File: src/design/aarp_pkg.sv
// Shared types, codes and constants of the AARP address probe block.
package aarp_pkg;

  // Field widths
  localparam int CMD_W  = 3;
  localparam int ACT_W  = 3;
  localparam int NET_W  = 16;
  localparam int NODE_W = 8;
  localparam int CNT_W  = 8;

  // Configuration port
  localparam int ADDR_W = 5;
  localparam int DATA_W = 32;

  // Event codes
  localparam logic [CMD_W-1:0] CMD_START   = 3'd0;
  localparam logic [CMD_W-1:0] CMD_RX_REQ  = 3'd1;
  localparam logic [CMD_W-1:0] CMD_RX_RESP = 3'd2;
  localparam logic [CMD_W-1:0] CMD_RX_PRB  = 3'd3;
  localparam logic [CMD_W-1:0] CMD_TICK    = 3'd4;

  // Action codes
  localparam logic [ACT_W-1:0] ACT_NONE  = 3'd0;
  localparam logic [ACT_W-1:0] ACT_PROBE = 3'd1;
  localparam logic [ACT_W-1:0] ACT_RESP  = 3'd2;
  localparam logic [ACT_W-1:0] ACT_ACQ   = 3'd3;
  localparam logic [ACT_W-1:0] ACT_FAIL  = 3'd4;
  localparam logic [ACT_W-1:0] ACT_REJ   = 3'd5;

  // Acquisition phase codes
  localparam logic [1:0] PH_IDLE = 2'd0;
  localparam logic [1:0] PH_TENT = 2'd1;
  localparam logic [1:0] PH_DONE = 2'd2;

  // Register indexes (word address)
  localparam logic [2:0] REG_CABLE_START = 3'd0;
  localparam logic [2:0] REG_CABLE_END   = 3'd1;
  localparam logic [2:0] REG_NET_BASE    = 3'd2;
  localparam logic [2:0] REG_MAX_PROBES  = 3'd3;
  localparam logic [2:0] REG_MAX_NODES   = 3'd4;
  localparam logic [2:0] REG_MAX_NETS    = 3'd5;

  // Register reset values
  localparam logic [NET_W-1:0] NET_BASE_RST   = 16'hff00;
  localparam logic [CNT_W-1:0] MAX_PROBES_RST = 8'd10;
  localparam logic [CNT_W-1:0] MAX_NODES_RST  = 8'd253;
  localparam logic [CNT_W-1:0] MAX_NETS_RST   = 8'd10;

  // Node number limits
  localparam logic [NODE_W-1:0] NODE_TOP = 8'hfd;
  localparam logic [NODE_W-1:0] NODE_BAD = 8'hff;

endpackage

File: src/design/aarp_in_if.sv
// Event channel: valid/ready handshake with the event fields.
interface aarp_in_if import aarp_pkg::*; ();
  logic              valid;
  logic              ready;
  logic [CMD_W-1:0]  cmd;
  logic [NET_W-1:0]  peer_net;
  logic [NODE_W-1:0] peer_node;
  logic [NET_W-1:0]  start_net;
  logic [NODE_W-1:0] start_node;
  logic [NET_W-1:0]  rand_word;
  logic [NODE_W-1:0] rand_byte;

  modport source (
    output valid, cmd, peer_net, peer_node, start_net, start_node, rand_word, rand_byte,
    input  ready
  );
  modport sink (
    input  valid, cmd, peer_net, peer_node, start_net, start_node, rand_word, rand_byte,
    output ready
  );
endinterface

File: src/design/aarp_out_if.sv
// Result channel: valid/ready handshake with action and address.
interface aarp_out_if import aarp_pkg::*; ();
  logic              valid;
  logic              ready;
  logic [ACT_W-1:0]  action;
  logic [NET_W-1:0]  addr_net;
  logic [NODE_W-1:0] addr_node;

  modport source (
    output valid, action, addr_net, addr_node,
    input  ready
  );
  modport sink (
    input  valid, action, addr_net, addr_node,
    output ready
  );
endinterface

File: src/design/aarp_address_probe_fsm.sv
// AARP dynamic node address acquisition machine with APB register port.
//
// Takes one event per transfer (start, rx request, rx response, rx probe,
// probe timer tick) and returns exactly one action transfer for it. The
// action passes the execute and result states to the output register, and
// the next event can follow once the block is back in idle. Drawing a new
// network from a random low byte (cable range unknown) adds the network pick
// state. Drawing one from a known cable range adds the remainder state before
// the network pick: that draw reduces the 16-bit random word modulo the range
// width with a single restoring remainder unit that settles one bit per cycle
// over the 16 bits of the word. The input is not ready while an event is in
// work; a finished result waits in the output register and the next event is
// accepted meanwhile, but its own result holds until the output register is
// free. Registers sit at byte address 4*index; the user must write them only
// while the block is idle, which the block itself does not enforce.
module aarp_address_probe_fsm import aarp_pkg::*; (
  input  logic              clk,
  input  logic              rst,
  aarp_in_if.sink           in_ch,
  aarp_out_if.source        out_ch,
  input  logic              psel,
  input  logic              penable,
  input  logic              pwrite,
  input  logic [ADDR_W-1:0] paddr,
  input  logic [DATA_W-1:0] pwdata,
  output logic [DATA_W-1:0] prdata,
  output logic              pready
);

  typedef enum logic [4:0] {
    S_IDLE = 5'b00001,
    S_EXEC = 5'b00010,
    S_DIV  = 5'b00100,
    S_NET  = 5'b01000,
    S_RES  = 5'b10000
  } state_t;

  // Configuration registers
  logic [NET_W-1:0] cable_start;
  logic [NET_W-1:0] cable_end;
  logic [NET_W-1:0] net_base;
  logic [CNT_W-1:0] max_probes;
  logic [CNT_W-1:0] max_nodes;
  logic [CNT_W-1:0] max_nets;

  // Machine state
  state_t            state;
  logic [1:0]        phase;
  logic [NET_W-1:0]  cand_net;
  logic [NODE_W-1:0] cand_node;
  logic [NET_W-1:0]  own_net;
  logic [NODE_W-1:0] own_node;
  logic [CNT_W-1:0]  probe_count;
  logic [CNT_W-1:0]  nodes_tried;
  logic [CNT_W-1:0]  nets_tried;
  logic [ACT_W-1:0]  act;
  logic [NET_W-1:0]  prev_cand_net;
  logic              need_net;

  // Captured event
  logic [CMD_W-1:0]  ev_cmd;
  logic [NET_W-1:0]  ev_peer_net;
  logic [NODE_W-1:0] ev_peer_node;
  logic [NET_W-1:0]  ev_start_net;
  logic [NODE_W-1:0] ev_start_node;
  logic [NET_W-1:0]  ev_rand_word;
  logic [NODE_W-1:0] ev_rand_byte;

  // Remainder unit
  logic [NET_W:0]   div_rem;
  logic [NET_W-1:0] div_dvd;
  logic [3:0]       div_cnt;
  logic [NET_W:0]   span;
  logic [NET_W:0]   div_trial;

  // Output register
  logic              out_valid;
  logic [ACT_W-1:0]  out_action;
  logic [NET_W-1:0]  out_net;
  logic [NODE_W-1:0] out_node;

  // Event step results
  logic [1:0]        phase_next;
  logic [NET_W-1:0]  cand_net_next;
  logic [NODE_W-1:0] cand_node_next;
  logic [NET_W-1:0]  own_net_next;
  logic [NODE_W-1:0] own_node_next;
  logic [CNT_W-1:0]  probe_count_next;
  logic [CNT_W-1:0]  nodes_tried_next;
  logic [CNT_W-1:0]  nets_tried_next;
  logic [ACT_W-1:0]  act_next;
  logic [NET_W-1:0]  prev_cand_net_next;
  logic              need_net_next;

  logic              in_xfer;
  logic              cfg_wr;
  logic [2:0]        cfg_idx;
  logic              out_free;
  logic [NET_W-1:0]  net_known;
  logic [NET_W-1:0]  net_unknown;
  logic [NODE_W-1:0] low_pick;

  // Random node 1..253 from one byte; rand < 2*253 so one subtract suffices
  function automatic logic [NODE_W-1:0] pick_node(input logic [NODE_W-1:0] r);
    logic [NODE_W-1:0] m;
    m = (r >= NODE_TOP) ? (r - NODE_TOP) : r;
    return m + 8'd1;
  endfunction

  // Step node, wrap the top node back to one
  function automatic logic [NODE_W-1:0] next_node(input logic [NODE_W-1:0] n);
    return (n == NODE_TOP) ? 8'd1 : (n + 8'd1);
  endfunction

  assign in_xfer   = in_ch.valid && in_ch.ready;
  assign in_ch.ready = (state == S_IDLE);
  assign cfg_wr    = psel && penable && pwrite;
  assign cfg_idx   = paddr[4:2];
  assign pready    = 1'b1;
  assign out_free  = !out_valid || out_ch.ready;

  assign out_ch.valid     = out_valid;
  assign out_ch.action    = out_action;
  assign out_ch.addr_net  = out_net;
  assign out_ch.addr_node = out_node;

  // Register write
  always_ff @(posedge clk) begin
    if (rst) begin
      cable_start <= '0;
      cable_end   <= '0;
      net_base    <= NET_BASE_RST;
      max_probes  <= MAX_PROBES_RST;
      max_nodes   <= MAX_NODES_RST;
      max_nets    <= MAX_NETS_RST;
    end else if (cfg_wr) begin
      case (cfg_idx)
        REG_CABLE_START: cable_start <= pwdata[NET_W-1:0];
        REG_CABLE_END:   cable_end   <= pwdata[NET_W-1:0];
        REG_NET_BASE:    net_base    <= pwdata[NET_W-1:0];
        REG_MAX_PROBES:  max_probes  <= pwdata[CNT_W-1:0];
        REG_MAX_NODES:   max_nodes   <= pwdata[CNT_W-1:0];
        REG_MAX_NETS:    max_nets    <= pwdata[CNT_W-1:0];
        default: ;
      endcase
    end
  end

  // Register read
  always_comb begin
    case (cfg_idx)
      REG_CABLE_START: prdata = {16'd0, cable_start};
      REG_CABLE_END:   prdata = {16'd0, cable_end};
      REG_NET_BASE:    prdata = {16'd0, net_base};
      REG_MAX_PROBES:  prdata = {24'd0, max_probes};
      REG_MAX_NODES:   prdata = {24'd0, max_nodes};
      REG_MAX_NETS:    prdata = {24'd0, max_nets};
      default:         prdata = '0;
    endcase
  end

  // Work out one event against the current state
  always_comb begin
    logic is_cand;
    logic is_own;
    logic [CNT_W-1:0] nt;
    logic [CNT_W-1:0] nn;
    is_cand = (ev_peer_net == cand_net) && (ev_peer_node == cand_node);
    is_own  = (ev_peer_net == own_net) && (ev_peer_node == own_node);
    nt = nodes_tried + 8'd1;
    nn = nets_tried + 8'd1;

    phase_next         = phase;
    cand_net_next      = cand_net;
    cand_node_next     = cand_node;
    own_net_next       = own_net;
    own_node_next      = own_node;
    probe_count_next   = probe_count;
    nodes_tried_next   = nodes_tried;
    nets_tried_next    = nets_tried;
    act_next           = ACT_NONE;
    prev_cand_net_next = cand_net;
    need_net_next      = 1'b0;

    case (ev_cmd)
      CMD_START: begin
        own_net_next  = '0;
        own_node_next = '0;
        if (phase == PH_TENT) begin
          act_next = ACT_REJ;
        end else begin
          cand_net_next      = ev_start_net;
          cand_node_next     = ev_start_node;
          prev_cand_net_next = ev_start_net;
          if (ev_start_net == '0 && ev_start_node == '0) begin
            cand_node_next = pick_node(ev_rand_byte);
            need_net_next  = 1'b1;
          end
          nodes_tried_next = '0;
          nets_tried_next  = '0;
          probe_count_next = 8'd1;
          phase_next       = PH_TENT;
          act_next         = ACT_PROBE;
        end
      end
      CMD_RX_REQ: begin
        if (phase == PH_DONE && is_own) act_next = ACT_RESP;
      end
      CMD_RX_RESP, CMD_RX_PRB: begin
        if (phase == PH_TENT && is_cand) begin
          cand_node_next   = next_node(cand_node);
          nodes_tried_next = nt;
          nets_tried_next  = nets_tried;
          if (nt == max_nodes) begin
            need_net_next    = 1'b1;
            cand_node_next   = pick_node(ev_rand_byte);
            nodes_tried_next = '0;
            nets_tried_next  = nn;
          end
          if (nets_tried_next == max_nets) begin
            probe_count_next = '0;
            phase_next       = PH_IDLE;
            act_next         = ACT_FAIL;
          end else begin
            probe_count_next = 8'd1;
            phase_next       = PH_TENT;
            act_next         = ACT_PROBE;
          end
        end else if (ev_cmd == CMD_RX_PRB && phase == PH_DONE && is_own) begin
          act_next = ACT_RESP;
        end
      end
      CMD_TICK: begin
        if (phase == PH_TENT) begin
          if (probe_count != max_probes) begin
            probe_count_next = probe_count + 8'd1;
            act_next         = ACT_PROBE;
          end else begin
            own_net_next  = cand_net;
            own_node_next = cand_node;
            phase_next    = PH_DONE;
            act_next      = ACT_ACQ;
          end
        end
      end
      default: ;
    endcase
  end

  // Network pick from remainder (known range) or random low byte
  assign span      = {1'b0, cable_end - cable_start} + 17'd1;
  assign div_trial = {div_rem[NET_W-1:0], div_dvd[NET_W-1]};

  always_comb begin
    logic [NET_W-1:0] n;
    n = cable_start + div_rem[NET_W-1:0];
    if (n == prev_cand_net) n = (n == cable_end) ? cable_start : (n + 16'd1);
    net_known = n;
  end

  always_comb begin
    low_pick = ev_rand_word[7:0];
    if (low_pick == prev_cand_net[7:0]) low_pick = low_pick + 8'd1;
    if (low_pick == NODE_BAD) low_pick = '0;
    net_unknown = net_base | {8'd0, low_pick};
  end

  // Sequencer
  always_ff @(posedge clk) begin
    if (rst) begin
      state       <= S_IDLE;
      phase       <= PH_IDLE;
      cand_net    <= '0;
      cand_node   <= '0;
      own_net     <= '0;
      own_node    <= '0;
      probe_count <= '0;
      nodes_tried <= '0;
      nets_tried  <= '0;
      out_valid   <= 1'b0;
    end else begin
      if (out_valid && out_ch.ready && state != S_RES) out_valid <= 1'b0;
      case (state)
        S_IDLE: begin
          if (in_xfer) state <= S_EXEC;
        end
        S_EXEC: begin
          phase       <= phase_next;
          cand_net    <= cand_net_next;
          cand_node   <= cand_node_next;
          own_net     <= own_net_next;
          own_node    <= own_node_next;
          probe_count <= probe_count_next;
          nodes_tried <= nodes_tried_next;
          nets_tried  <= nets_tried_next;
          if (!need_net_next) state <= S_RES;
          else if (cable_start != '0) state <= S_DIV;
          else state <= S_NET;
        end
        S_DIV: begin
          if (div_cnt == '0) state <= S_NET;
        end
        S_NET: begin
          cand_net <= (cable_start != '0) ? net_known : net_unknown;
          state    <= S_RES;
        end
        S_RES: begin
          if (out_free) begin
            out_valid <= 1'b1;
            state     <= S_IDLE;
          end
        end
        default: state <= S_IDLE;
      endcase
    end
  end

  // Event capture, remainder unit and result payload
  always_ff @(posedge clk) begin
    if (in_xfer) begin
      ev_cmd        <= in_ch.cmd;
      ev_peer_net   <= in_ch.peer_net;
      ev_peer_node  <= in_ch.peer_node;
      ev_start_net  <= in_ch.start_net;
      ev_start_node <= in_ch.start_node;
      ev_rand_word  <= in_ch.rand_word;
      ev_rand_byte  <= in_ch.rand_byte;
    end
    if (state == S_EXEC) begin
      act           <= act_next;
      prev_cand_net <= prev_cand_net_next;
      need_net      <= need_net_next;
      div_rem       <= '0;
      div_dvd       <= ev_rand_word;
      div_cnt       <= 4'd15;
    end
    // One remainder bit per cycle
    if (state == S_DIV) begin
      div_rem <= (div_trial >= span) ? (div_trial - span) : div_trial;
      div_dvd <= {div_dvd[NET_W-2:0], 1'b0};
      div_cnt <= div_cnt - 4'd1;
    end
    if (state == S_RES && out_free) begin
      out_action <= act;
      case (act)
        ACT_PROBE: begin
          out_net  <= cand_net;
          out_node <= cand_node;
        end
        ACT_RESP, ACT_ACQ: begin
          out_net  <= own_net;
          out_node <= own_node;
        end
        default: begin
          out_net  <= '0;
          out_node <= '0;
        end
      endcase
    end
  end

`ifndef NO_ASSERTIONS
  a_accept_exec: assert property (@(posedge clk) disable iff (rst)
    in_xfer |=> state == S_EXEC)
    else $error("accepted event did not enter execution");

  a_div_done: assert property (@(posedge clk) disable iff (rst)
    (state == S_DIV && div_cnt == 4'd0) |=> state == S_NET)
    else $error("remainder unit did not hand over to network pick");

  a_net_pick_path: assert property (@(posedge clk) disable iff (rst)
    state == S_NET |-> need_net)
    else $error("network pick without a pending draw");

  a_fail_idle: assert property (@(posedge clk) disable iff (rst)
    (state == S_RES && act == ACT_FAIL) |-> phase == PH_IDLE)
    else $error("failure reported while still probing");

  a_acq_own: assert property (@(posedge clk) disable iff (rst)
    (state == S_RES && act == ACT_ACQ) |->
      (phase == PH_DONE && own_net == cand_net && own_node == cand_node))
    else $error("acquired address differs from candidate");
`endif

endmodule

File: src/flat_wrapper.sv
// flat-port wrapper written by rule: the top's interface ports become plain ports
module aarp_address_probe_fsm_flat import aarp_pkg::*;
  (clk, rst, psel, penable, pwrite, paddr, pwdata, prdata, pready, in_ch_valid, in_ch_cmd, in_ch_peer_net, in_ch_peer_node, in_ch_start_net, in_ch_start_node, in_ch_rand_word, in_ch_rand_byte, in_ch_ready, out_ch_valid, out_ch_action, out_ch_addr_net, out_ch_addr_node, out_ch_ready);
  aarp_in_if in_ch_i ();
  aarp_out_if out_ch_i ();
  input  logic clk;
  input  logic rst;
  input  logic psel;
  input  logic penable;
  input  logic pwrite;
  input  logic [ADDR_W-1:0] paddr;
  input  logic [DATA_W-1:0] pwdata;
  output logic [DATA_W-1:0] prdata;
  output logic pready;
  input wire logic [$bits(in_ch_i.valid)-1:0] in_ch_valid;
  input wire logic [$bits(in_ch_i.cmd)-1:0] in_ch_cmd;
  input wire logic [$bits(in_ch_i.peer_net)-1:0] in_ch_peer_net;
  input wire logic [$bits(in_ch_i.peer_node)-1:0] in_ch_peer_node;
  input wire logic [$bits(in_ch_i.start_net)-1:0] in_ch_start_net;
  input wire logic [$bits(in_ch_i.start_node)-1:0] in_ch_start_node;
  input wire logic [$bits(in_ch_i.rand_word)-1:0] in_ch_rand_word;
  input wire logic [$bits(in_ch_i.rand_byte)-1:0] in_ch_rand_byte;
  output wire logic [$bits(in_ch_i.ready)-1:0] in_ch_ready;
  output wire logic [$bits(out_ch_i.valid)-1:0] out_ch_valid;
  output wire logic [$bits(out_ch_i.action)-1:0] out_ch_action;
  output wire logic [$bits(out_ch_i.addr_net)-1:0] out_ch_addr_net;
  output wire logic [$bits(out_ch_i.addr_node)-1:0] out_ch_addr_node;
  input wire logic [$bits(out_ch_i.ready)-1:0] out_ch_ready;
  assign in_ch_i.valid = in_ch_valid;
  assign in_ch_i.cmd = in_ch_cmd;
  assign in_ch_i.peer_net = in_ch_peer_net;
  assign in_ch_i.peer_node = in_ch_peer_node;
  assign in_ch_i.start_net = in_ch_start_net;
  assign in_ch_i.start_node = in_ch_start_node;
  assign in_ch_i.rand_word = in_ch_rand_word;
  assign in_ch_i.rand_byte = in_ch_rand_byte;
  assign in_ch_ready = in_ch_i.ready;
  assign out_ch_valid = out_ch_i.valid;
  assign out_ch_action = out_ch_i.action;
  assign out_ch_addr_net = out_ch_i.addr_net;
  assign out_ch_addr_node = out_ch_i.addr_node;
  assign out_ch_i.ready = out_ch_ready;
  aarp_address_probe_fsm u_core (.clk(clk), .rst(rst), .in_ch(in_ch_i), .out_ch(out_ch_i), .psel(psel), .penable(penable), .pwrite(pwrite), .paddr(paddr), .pwdata(pwdata), .prdata(prdata), .pready(pready));
endmodule
File: config.mk
export PLATFORM = sky130hd
export DESIGN_NAME = aarp_address_probe_fsm_flat
export DESIGN_NICKNAME = d
export VERILOG_FILES = /design/src/design/aarp_pkg.sv /design/src/design/aarp_in_if.sv /design/src/design/aarp_out_if.sv /design/src/design/aarp_address_probe_fsm.sv /design/src/flat_wrapper.sv
export SDC_FILE = /design/constraint.sdc
export NUM_CORES = 1
export LEC_CHECK = 0
export BUFFER_PORTS_ARGS = -buffer_cell sky130_fd_sc_hd__buf_2
export CAP_MARGIN = 25
export CORE_AREA = 3 3 234 236
export DETAILED_ROUTE_END_ITERATION = 10
export DIE_AREA = 0 0 237 239
export GPL_TIMING_DRIVEN = 0
export PLACE_DENSITY_LB_ADDON = 0.2
export SYNTH_ARGS = -nofsm -noshare
export SYNTH_HDL_FRONTEND = slang
export SYNTH_SLANG_ARGS = --single-unit
File: constraint.sdc
create_clock -name clk -period 13.8 [get_ports clk]
set_input_delay 1.38 -clock clk [delete_from_list [all_inputs] [get_ports clk]]
set_output_delay 1.38 -clock clk [all_outputs]
set_load 0.03 [all_outputs]
==> flow_summary.json, run 1 <==
{
  "post-route-util": 0.405,
  "rr_startpoint": "u_core.cable_start[1]",
  "core.rowCount": 84,
  "synth-async-reset-ratio": 0,
  "start_kind": "flop",
  "worst_hold_startpoint": "u_core.div_dvd[0]",
  "post_layout_nonfiller_instances": 2876,
  "numPlacedInstances": 2811,
  "vias_in_the_first_global_route": 15170,
  "track_usage": 0.215,
  "synth-seq-area-share": 0.419,
  "post_cts.repair.setup_buffers": 0,
  "drv.max_cap_violation_count": 0,
  "post-route-drc-count": 0,
  "finalHoldViolCount": 0,
  "grt_start_max_net_pins": 64,
  "critical_path.endpoint_type": "flop",
  "synth_area_in_compound_gates": 0.170,
  "dpl-instance-area_um2": 20200,
  "grt.overflow.total": 0,
  "path_clk_slew_ps": 80,
  "synth_top_family_by_area": "simple AND/OR/NAND/NOR gates",
  "final-max-slew-violation-count": 0,
  "max_slew_headroom": 0.384,
  "ctsLongestPathBuffers": 3,
  "timing.hold.worst_path_depth": 2,
  "wirelength_um": 63200,
  "power_per_cell_area_nw_per_um2": 105,
  "cts_hold_repair.buffers": 0,
  "clk-insertion-delay-late_ps": 570,
  "post_cts_resized": 0,
  "average_size_of_a_mapped_cell_um2": 9.42,
  "cts_tree": "yes",
  "post_synth_num_cell_types": 90,
  "crit_required_ps": 14110,
  "cts_sinks": 309,
  "tritoncts.num_buffers": 35,
  "drt-vias-per-instance": 5.55,
  "dr.first_iter.drc_count": 1155,
  "dp_hpwl_um": 49200,
  "post_synth_inst_count": 1964,
  "regToRegSetupSlack_ps": 7580,
  "grt_setup_unrepaired": "false",
  "number_of_enable_flip_flop_cells_after_synthesis": 156,
  "final_net_count": 2342,
  "post_synth_fa_ha_maj_area_fraction": 0.0431,
  "die_area_um2": 56600,
  "min-delay-path-class": "flop to flop",
  "cellLeakagePower_nw": 8.07,
  "dr_wl_cell_um": 22.0,
  "syn_to_final_growth_pct": 15.2,
  "post_synth_and_or_nand_nor_area_fraction": 0.178,
  "gp_routability_congestion": 0.924,
  "clockRootBuffer": "sky130_fd_sc_hd__clkbuf_16",
  "final_design_area_no_fill_um2": 21300,
  "path_class": "flop to flop",
  "fillCellCount": 5236,
  "core_area_um2": 52700,
  "most-common-layout-cells": "sky130_fd_sc_hd__nand2_1, sky130_fd_sc_hd__nor2_1, sky130_fd_sc_hd__edfxtp_1, sky130_fd_sc_hd__buf_2, sky130_fd_sc_hd__dfxtp_1",
  "irDropWorstVdd_uv": 78.6,
  "cp_max_fo": 10,
  "grt_pass1_wl_um": 93200,
  "worst_r2r_path_depth": 23,
  "critPathArrivalTime_ps": 6530,
  "drtPass1Iterations": 5,
  "finalWorstPathRequiredPeriod_ps": 6220,
  "predominant_post_synthesis_flop_cell": "sky130_fd_sc_hd__edfxtp_1",
  "r2r_end": "u_core.div_rem[12]",
  "initial_core_util": 0.351,
  "finalSetupViolations": 0,
  "layout.cells.most_common": "sky130_fd_sc_hd__nand2_1",
  "synth.cell_area_um2": 18500,
  "post_synth_xor_area_fraction": 0.0995,
  "fp.dieH_um": 239,
  "pin_count": 181,
  "htree_num_levels": 2,
  "min_delay_worst_endpoint": "u_core.div_dvd[0]",
  "number_of_antenna_violations_at_the_first_check_in_global_routing": 0,
  "final_layout_size_suffix_gt1_frac": 0.130,
  "diodes": 0,
  "status": "completed",
  "fin_tns_setup_ps": 0,
  "totalPowerFinal_w": 0.00225,
  "floorplan.die.width_um": 237,
  "max_clock_freq_mhz": 161,
  "io_buffer_count": 142,
  "synth_mux_area_frac": 0.0499,
  "synth.ff_latch_count": 309,
  "detail_route_antenna_nets": 0,
  "detailroute.via_count": 15959,
  "clock-skew-final_ps": 29.2,
  "yosysWarnings": 0,
  "tightestPinTransition_ps": 922,
  "final_min_period_over_clock_period": 0.451
}
==> routing by layer <==
| layer | wire [µm] | up-vias | track usage |
|---|---|---|---|
| li1 | - | 7545 | - |
| met1 | 27800 | 7776 | 0.286 |
| met2 | 30100 | 529 | 0.361 |
| met3 | 3170 | 109 | 0.0262 |
| met4 | 2080 | 0 | 0.0759 |
| met5 | 0 | - | 0 |
==> power breakdown <==
group | total (W) | switching [W] | internal [W]
Sequential | 0.00104 | 0.0000336 | 0.00100
Clock | 0.000936 | 0.000399 | 0.000537
Combinational | 0.000274 | 0.000171 | 0.000103
==> cell usage after synthesis (all sizes together) (11+ instances only) <==
| master | n | area (µm²) |
|---|---|---|
| clkbuf | 81 | 304 |
| nand2b | 16 | 100 |
| nor2b | 33 | 206 |
| mux2 | 24 | 270 |
| a22oi | 33 | 248 |
| and2 | 11 | 68.8 |
| nor4 | 33 | 221 |
| o21ai | 67 | 335 |
| mux2i | 63 | 631 |
| dfxtp | 153 | 3060 |
| nor2 | 191 | 719 |
| xor2 | 104 | 926 |
| a211o | 20 | 175 |
| xnor2 | 76 | 666 |
| o211ai | 11 | 82.6 |
| a211oi | 23 | 178 |
| buf | 38 | 236 |
| a21o | 16 | 120 |
| a21oi | 146 | 746 |
| a2bb2oi | 12 | 105 |
| a22o | 39 | 342 |
| edfxtp | 156 | 4680 |
| inv | 58 | 218 |
| nand3 | 38 | 190 |
| nand4 | 28 | 190 |
| nand3b | 15 | 113 |
| nor3 | 45 | 230 |
| ha | 59 | 738 |
| and3 | 21 | 131 |
| nand2 | 191 | 717 |
==> final cells by class <==
cell class              instances  area [µm²]  share of cell area
clock inverters                21         223              0.0104
well taps                     688         861              0.0404
flip-flops and latches        309        7750               0.363
multi-input cells            1493       10100               0.472
repair buffers                145         751              0.0352
clock buffers                  43         916              0.0430
plain buffers                 119         542              0.0254
inverters                      58         218              0.0102
==> flip-flops by register name (all words and copies together) (netlist names), 16 cells and up <==
signal,cells
u_core.cable_end,16
u_core.cable_start,16
u_core.cand_net,16
u_core.div_dvd,16
u_core.div_rem,16
u_core.ev_peer_net,16
u_core.ev_rand_word,16
u_core.ev_start_net,16
u_core.net_base,16
u_core.out_ch.addr_net,16
u_core.own_net,16
u_core.prev_cand_net,16
==> worst max-delay path: stages, from the launching register on <==
cell,delay (ps)
sky130_fd_sc_hd__dfxtp_1,660
sky130_fd_sc_hd__inv_1,90
sky130_fd_sc_hd__ha_1,280
sky130_fd_sc_hd__nor2b_1,120
sky130_fd_sc_hd__o21ai_0,200
sky130_fd_sc_hd__a21oi_1,140
sky130_fd_sc_hd__o31ai_1,380
sky130_fd_sc_hd__a21boi_0,490
sky130_fd_sc_hd__and4_1,310
sky130_fd_sc_hd__and3_1,240
sky130_fd_sc_hd__nand3_1,130
sky130_fd_sc_hd__nor3_1,290
sky130_fd_sc_hd__xnor2_1,130
sky130_fd_sc_hd__ha_1,340
sky130_fd_sc_hd__and4_1,240
sky130_fd_sc_hd__nand2_1,60
sky130_fd_sc_hd__nor3_1,140
sky130_fd_sc_hd__a41o_1,200
sky130_fd_sc_hd__a21oi_1,90
sky130_fd_sc_hd__o21ai_0,80
sky130_fd_sc_hd__buf_1,540
sky130_fd_sc_hd__clkbuf_1,520
sky130_fd_sc_hd__mux2i_1,250
sky130_fd_sc_hd__nor2_1,60
==> kinds of logic after synthesis <==
kind of cell	after synthesis
multiplexers	88
buffers and inverters	177
AO/OA/AOI/OAI	462
other	2
flip-flops	309
adder cells (fa/ha/maj)	62
XOR/XNOR	191
AND/OR/NAND/NOR	673
==> stage by stage <==
step / setup WS (ps) / hold WS (ps)
5_1_grt: 7030 / 480
3_3_place_gp: 7750 / 446
2_1_floorplan: 8750 / 418
3_5_place_dp: 7650 / 452
6_report: 7580 / 464
4_1_cts: 7640 / 462
==> worst max path at each step <==
stage / from / endpoint / slack, ps / cells past startpoint
floorplan: u_core.cable_start[1] / u_core.div_rem[10] / 8750 / 23
global placement: u_core.cable_start[1] / u_core.div_rem[14] / 7750 / 23
detailed placement: u_core.cable_start[1] / u_core.div_rem[14] / 7650 / 23
CTS: u_core.cable_start[1] / u_core.div_rem[14] / 7640 / 23
global route: u_core.cable_start[1] / u_core.div_rem[12] / 7030 / 23
finish: u_core.cable_start[1] / u_core.div_rem[12] / 7580 / 23
No activity file was read; power rests on OpenSTA's default activity.
==> run 2: changes to the inputs <==
==> constraint.sdc (replaced) <==
create_clock -name clk -period 5.5 [get_ports clk]
set_input_delay 0.55 -clock clk [delete_from_list [all_inputs] [get_ports clk]]
set_output_delay 0.55 -clock clk [all_outputs]
set_load 0.03 [all_outputs]
==> run 2 against run 1 <==
  * Clock-buffer cell count stayed put
  * Sequential share of layout area down 0.076 points
  * Sequential power rose to 2.5 times the previous value
  * Clock skew shrank 0.82 ps
  * Clock power rose to 2.5 times the previous value
  * Via count is essentially flat
  * Global-route usage unchanged
  * Critical path depth rose by 1
  * First-iteration DRC count rose by 7.0%
  * Register-to-register slack worse by 7200 ps
  * Combinational power grew to 2.5 times the previous value
  * Hold slack got worse by 300 ps
  * Largest power group unchanged
==> flow_summary.json, run 2 (synthesis results as in run 1) <==
{
  "post-route-drc-count": 0,
  "diodes": 0,
  "final_net_count": 2343,
  "initial_core_util": 0.351,
  "grt_setup_unrepaired": "false",
  "min-delay-path-class": "input pin to flop",
  "worst_r2r_path_depth": 24,
  "detailroute.via_count": 15948,
  "cts_tree": "yes",
  "area_taken_by_flip_flops_and_latches_um2": 7750,
  "layout.cells.most_common": "sky130_fd_sc_hd__nand2_1",
  "rr_startpoint": "u_core.cable_end[0]",
  "gp_routability_congestion": 0.924,
  "critical_path.endpoint_type": "flop",
  "finalWorstPathRequiredPeriod_ps": 5120,
  "dp_hpwl_um": 49200,
  "hold_ws_ps": 166,
  "timing.hold.worst_path_depth": 1,
  "drt-vias-per-instance": 5.54,
  "most-common-layout-cells": "sky130_fd_sc_hd__nand2_1, sky130_fd_sc_hd__nor2_1, sky130_fd_sc_hd__edfxtp_1, sky130_fd_sc_hd__buf_2, sky130_fd_sc_hd__dfxtp_1",
  "max_slew_headroom": 0.381,
  "ctsLongestPathBuffers": 3,
  "crit_path_max_incr_delay_ps": 460,
  "final-max-slew-violation-count": 0,
  "tritoncts.num_buffers": 35,
  "min_delay_worst_endpoint": "u_core.ev_peer_net[12]",
  "path_class": "flop to flop",
  "critPathArrivalTime_ps": 5430,
  "dr_wl_cell_um": 21.9,
  "finalSetupViolations": 0,
  "status": "completed",
  "floorplan.die.width_um": 237,
  "path_cells": "inv_1 -> ha_1 -> fa_1 -> nor2b_1 -> o21ai_0 -> a21boi_2 -> o41ai_2 -> o21ai_1 -> nor4_2 -> o41ai_1 -> a21oi_1 -> xnor2_2 -> nand3b_1 -> xor2_1 -> ha_1 -> nand4_1 -> nor3_1 -> a41o_1 -> a21oi_1 -> o21ai_0 -> buf_4 -> clkbuf_4 -> mux2i_1 -> nor2_1",
  "drtPass1Iterations": 5,
  "slowest_stage": "sky130_fd_sc_hd__dfxtp_2",
  "htree_num_levels": 2,
  "worst_hold_startpoint": "in_ch_peer_net[12]",
  "cellLeakagePower_nw": 8.10,
  "clockRootBuffer": "sky130_fd_sc_hd__clkbuf_16",
  "clock-skew-final_ps": 28.4,
  "wirelength_um": 63100,
  "core_area_um2": 52700,
  "fp.dieH_um": 239,
  "final_layout_size_suffix_gt1_frac": 0.136,
  "clk-insertion-delay-late_ps": 570,
  "number_of_antenna_violations_at_the_first_check_in_global_routing": 0,
  "numPlacedInstances": 2811,
  "fillCellCount": 5224,
  "regToRegSetupSlack_ps": 380,
  "detail_route_antenna_nets": 0,
  "start_kind": "flop",
  "vias_in_the_first_global_route": 15170,
  "core.rowCount": 84,
  "die_area_um2": 56600,
  "track_usage": 0.215,
  "pin_count": 181,
  "path_clk_slew_ps": 80,
  "grt_pass1_wl_um": 93200,
  "r2r_end": "u_core.div_rem[12]",
  "crit_required_ps": 5810,
  "cts_sinks": 309,
  "fin_tns_setup_ps": 0,
  "irDropWorstVdd_uv": 197,
  "power_per_cell_area_nw_per_um2": 264,
  "final_min_period_over_clock_period": 0.931,
  "syn_to_final_growth_pct": 15.6,
  "finalHoldViolCount": 0,
  "grt_start_max_net_pins": 64,
  "grt.overflow.total": 0,
  "dr.first_iter.drc_count": 1236,
  "max_clock_freq_mhz": 195,
  "cp_max_fo": 10,
  "tightestPinTransition_ps": 926,
  "cts_hold_repair.buffers": 0,
  "area_of_combinational_cells_with_multiple_inputs_um2": 10100,
  "post_layout_nonfiller_instances": 2877,
  "drv.max_cap_violation_count": 0,
  "io_buffer_count": 142
}
## run 2: cell types whose count changed in the layout (fill, tap and decap cells not counted), moves of 2 or more
cell                       before  now
sky130_fd_sc_hd__a21boi_0       3    1
sky130_fd_sc_hd__buf_4         18   20
sky130_fd_sc_hd__a21boi_2       0    2
sky130_fd_sc_hd__dfxtp_1      153  149
sky130_fd_sc_hd__dfxtp_2        0    4
## run 2: layer usage
metal,global-route usage,part of all wire,wire length (µm)
met1,0.286,0.44,27600
met2,0.361,0.48,30200
met4,0.0759,0.032,1990
met5,0,0,0
met3,0.0262,0.053,3330
## run 2: how the worst max path moves through the flow
stage	to	startpoint	cells after the start	slack, ps
after CTS	u_core.div_rem[14]	u_core.cable_end[0]	24	6
after global placement	u_core.div_rem[14]	u_core.cable_start[1]	23	-550
after global routing	u_core.div_rem[12]	u_core.cable_end[0]	25	30
after detailed placement	u_core.div_rem[14]	u_core.cable_start[1]	23	-650
final	u_core.div_rem[12]	u_core.cable_end[0]	24	380
after floorplan	u_core.div_rem[10]	u_core.cable_start[1]	23	450
## run 2: cell type report
cell class	instances	share of cell area
multi-input cells	1493	0.473
flip-flops and latches	309	0.363
clock buffers	43	0.0428
well taps	688	0.0403
repair buffers	146	0.0355
plain buffers	119	0.0257
clock inverters	21	0.0104
inverters	58	0.0102
## run 2: timing repair
item                                    4_1_cts  5_1_grt
setup buffers                                 0        1
resized for setup                             7       13
endpoints found under the setup margin       15       15
pin swaps                                     0        2
## run 2: stage by stage
step,utilization,power [W],instance area [µm²],setup slack (ps)
floorplan,-,0.00308,18600,450
global placement,0.382,0.00332,20100,-555
detailed placement,0.383,0.00333,20200,-651
CTS,0.405,0.00568,21300,5.85
global route,0.406,0.00585,21400,26.9
finish,0.406,0.00564,21400,379
## run 2: critical path, delay by kind of cell (launching register included)
family	cells	cell delay [ps]
AO/OA/AOI/OAI	9	1640
adder cells (fa/ha/maj)	3	970
AND/OR/NAND/NOR	6	650
buffers and inverters	3	560
flip-flops	1	460
XOR/XNOR	2	390
multiplexers	1	200
## run 2: power breakdown
part	internal (W)	switching, W	total, W	leakage [nW]
Combinational	0.000263	0.000430	0.000693	4.82
Sequential	0.00251	0.0000845	0.00260	2.72
Clock	0.00135	0.000998	0.00235	0.559
Total	0.00412	0.00151	0.00564	8.10
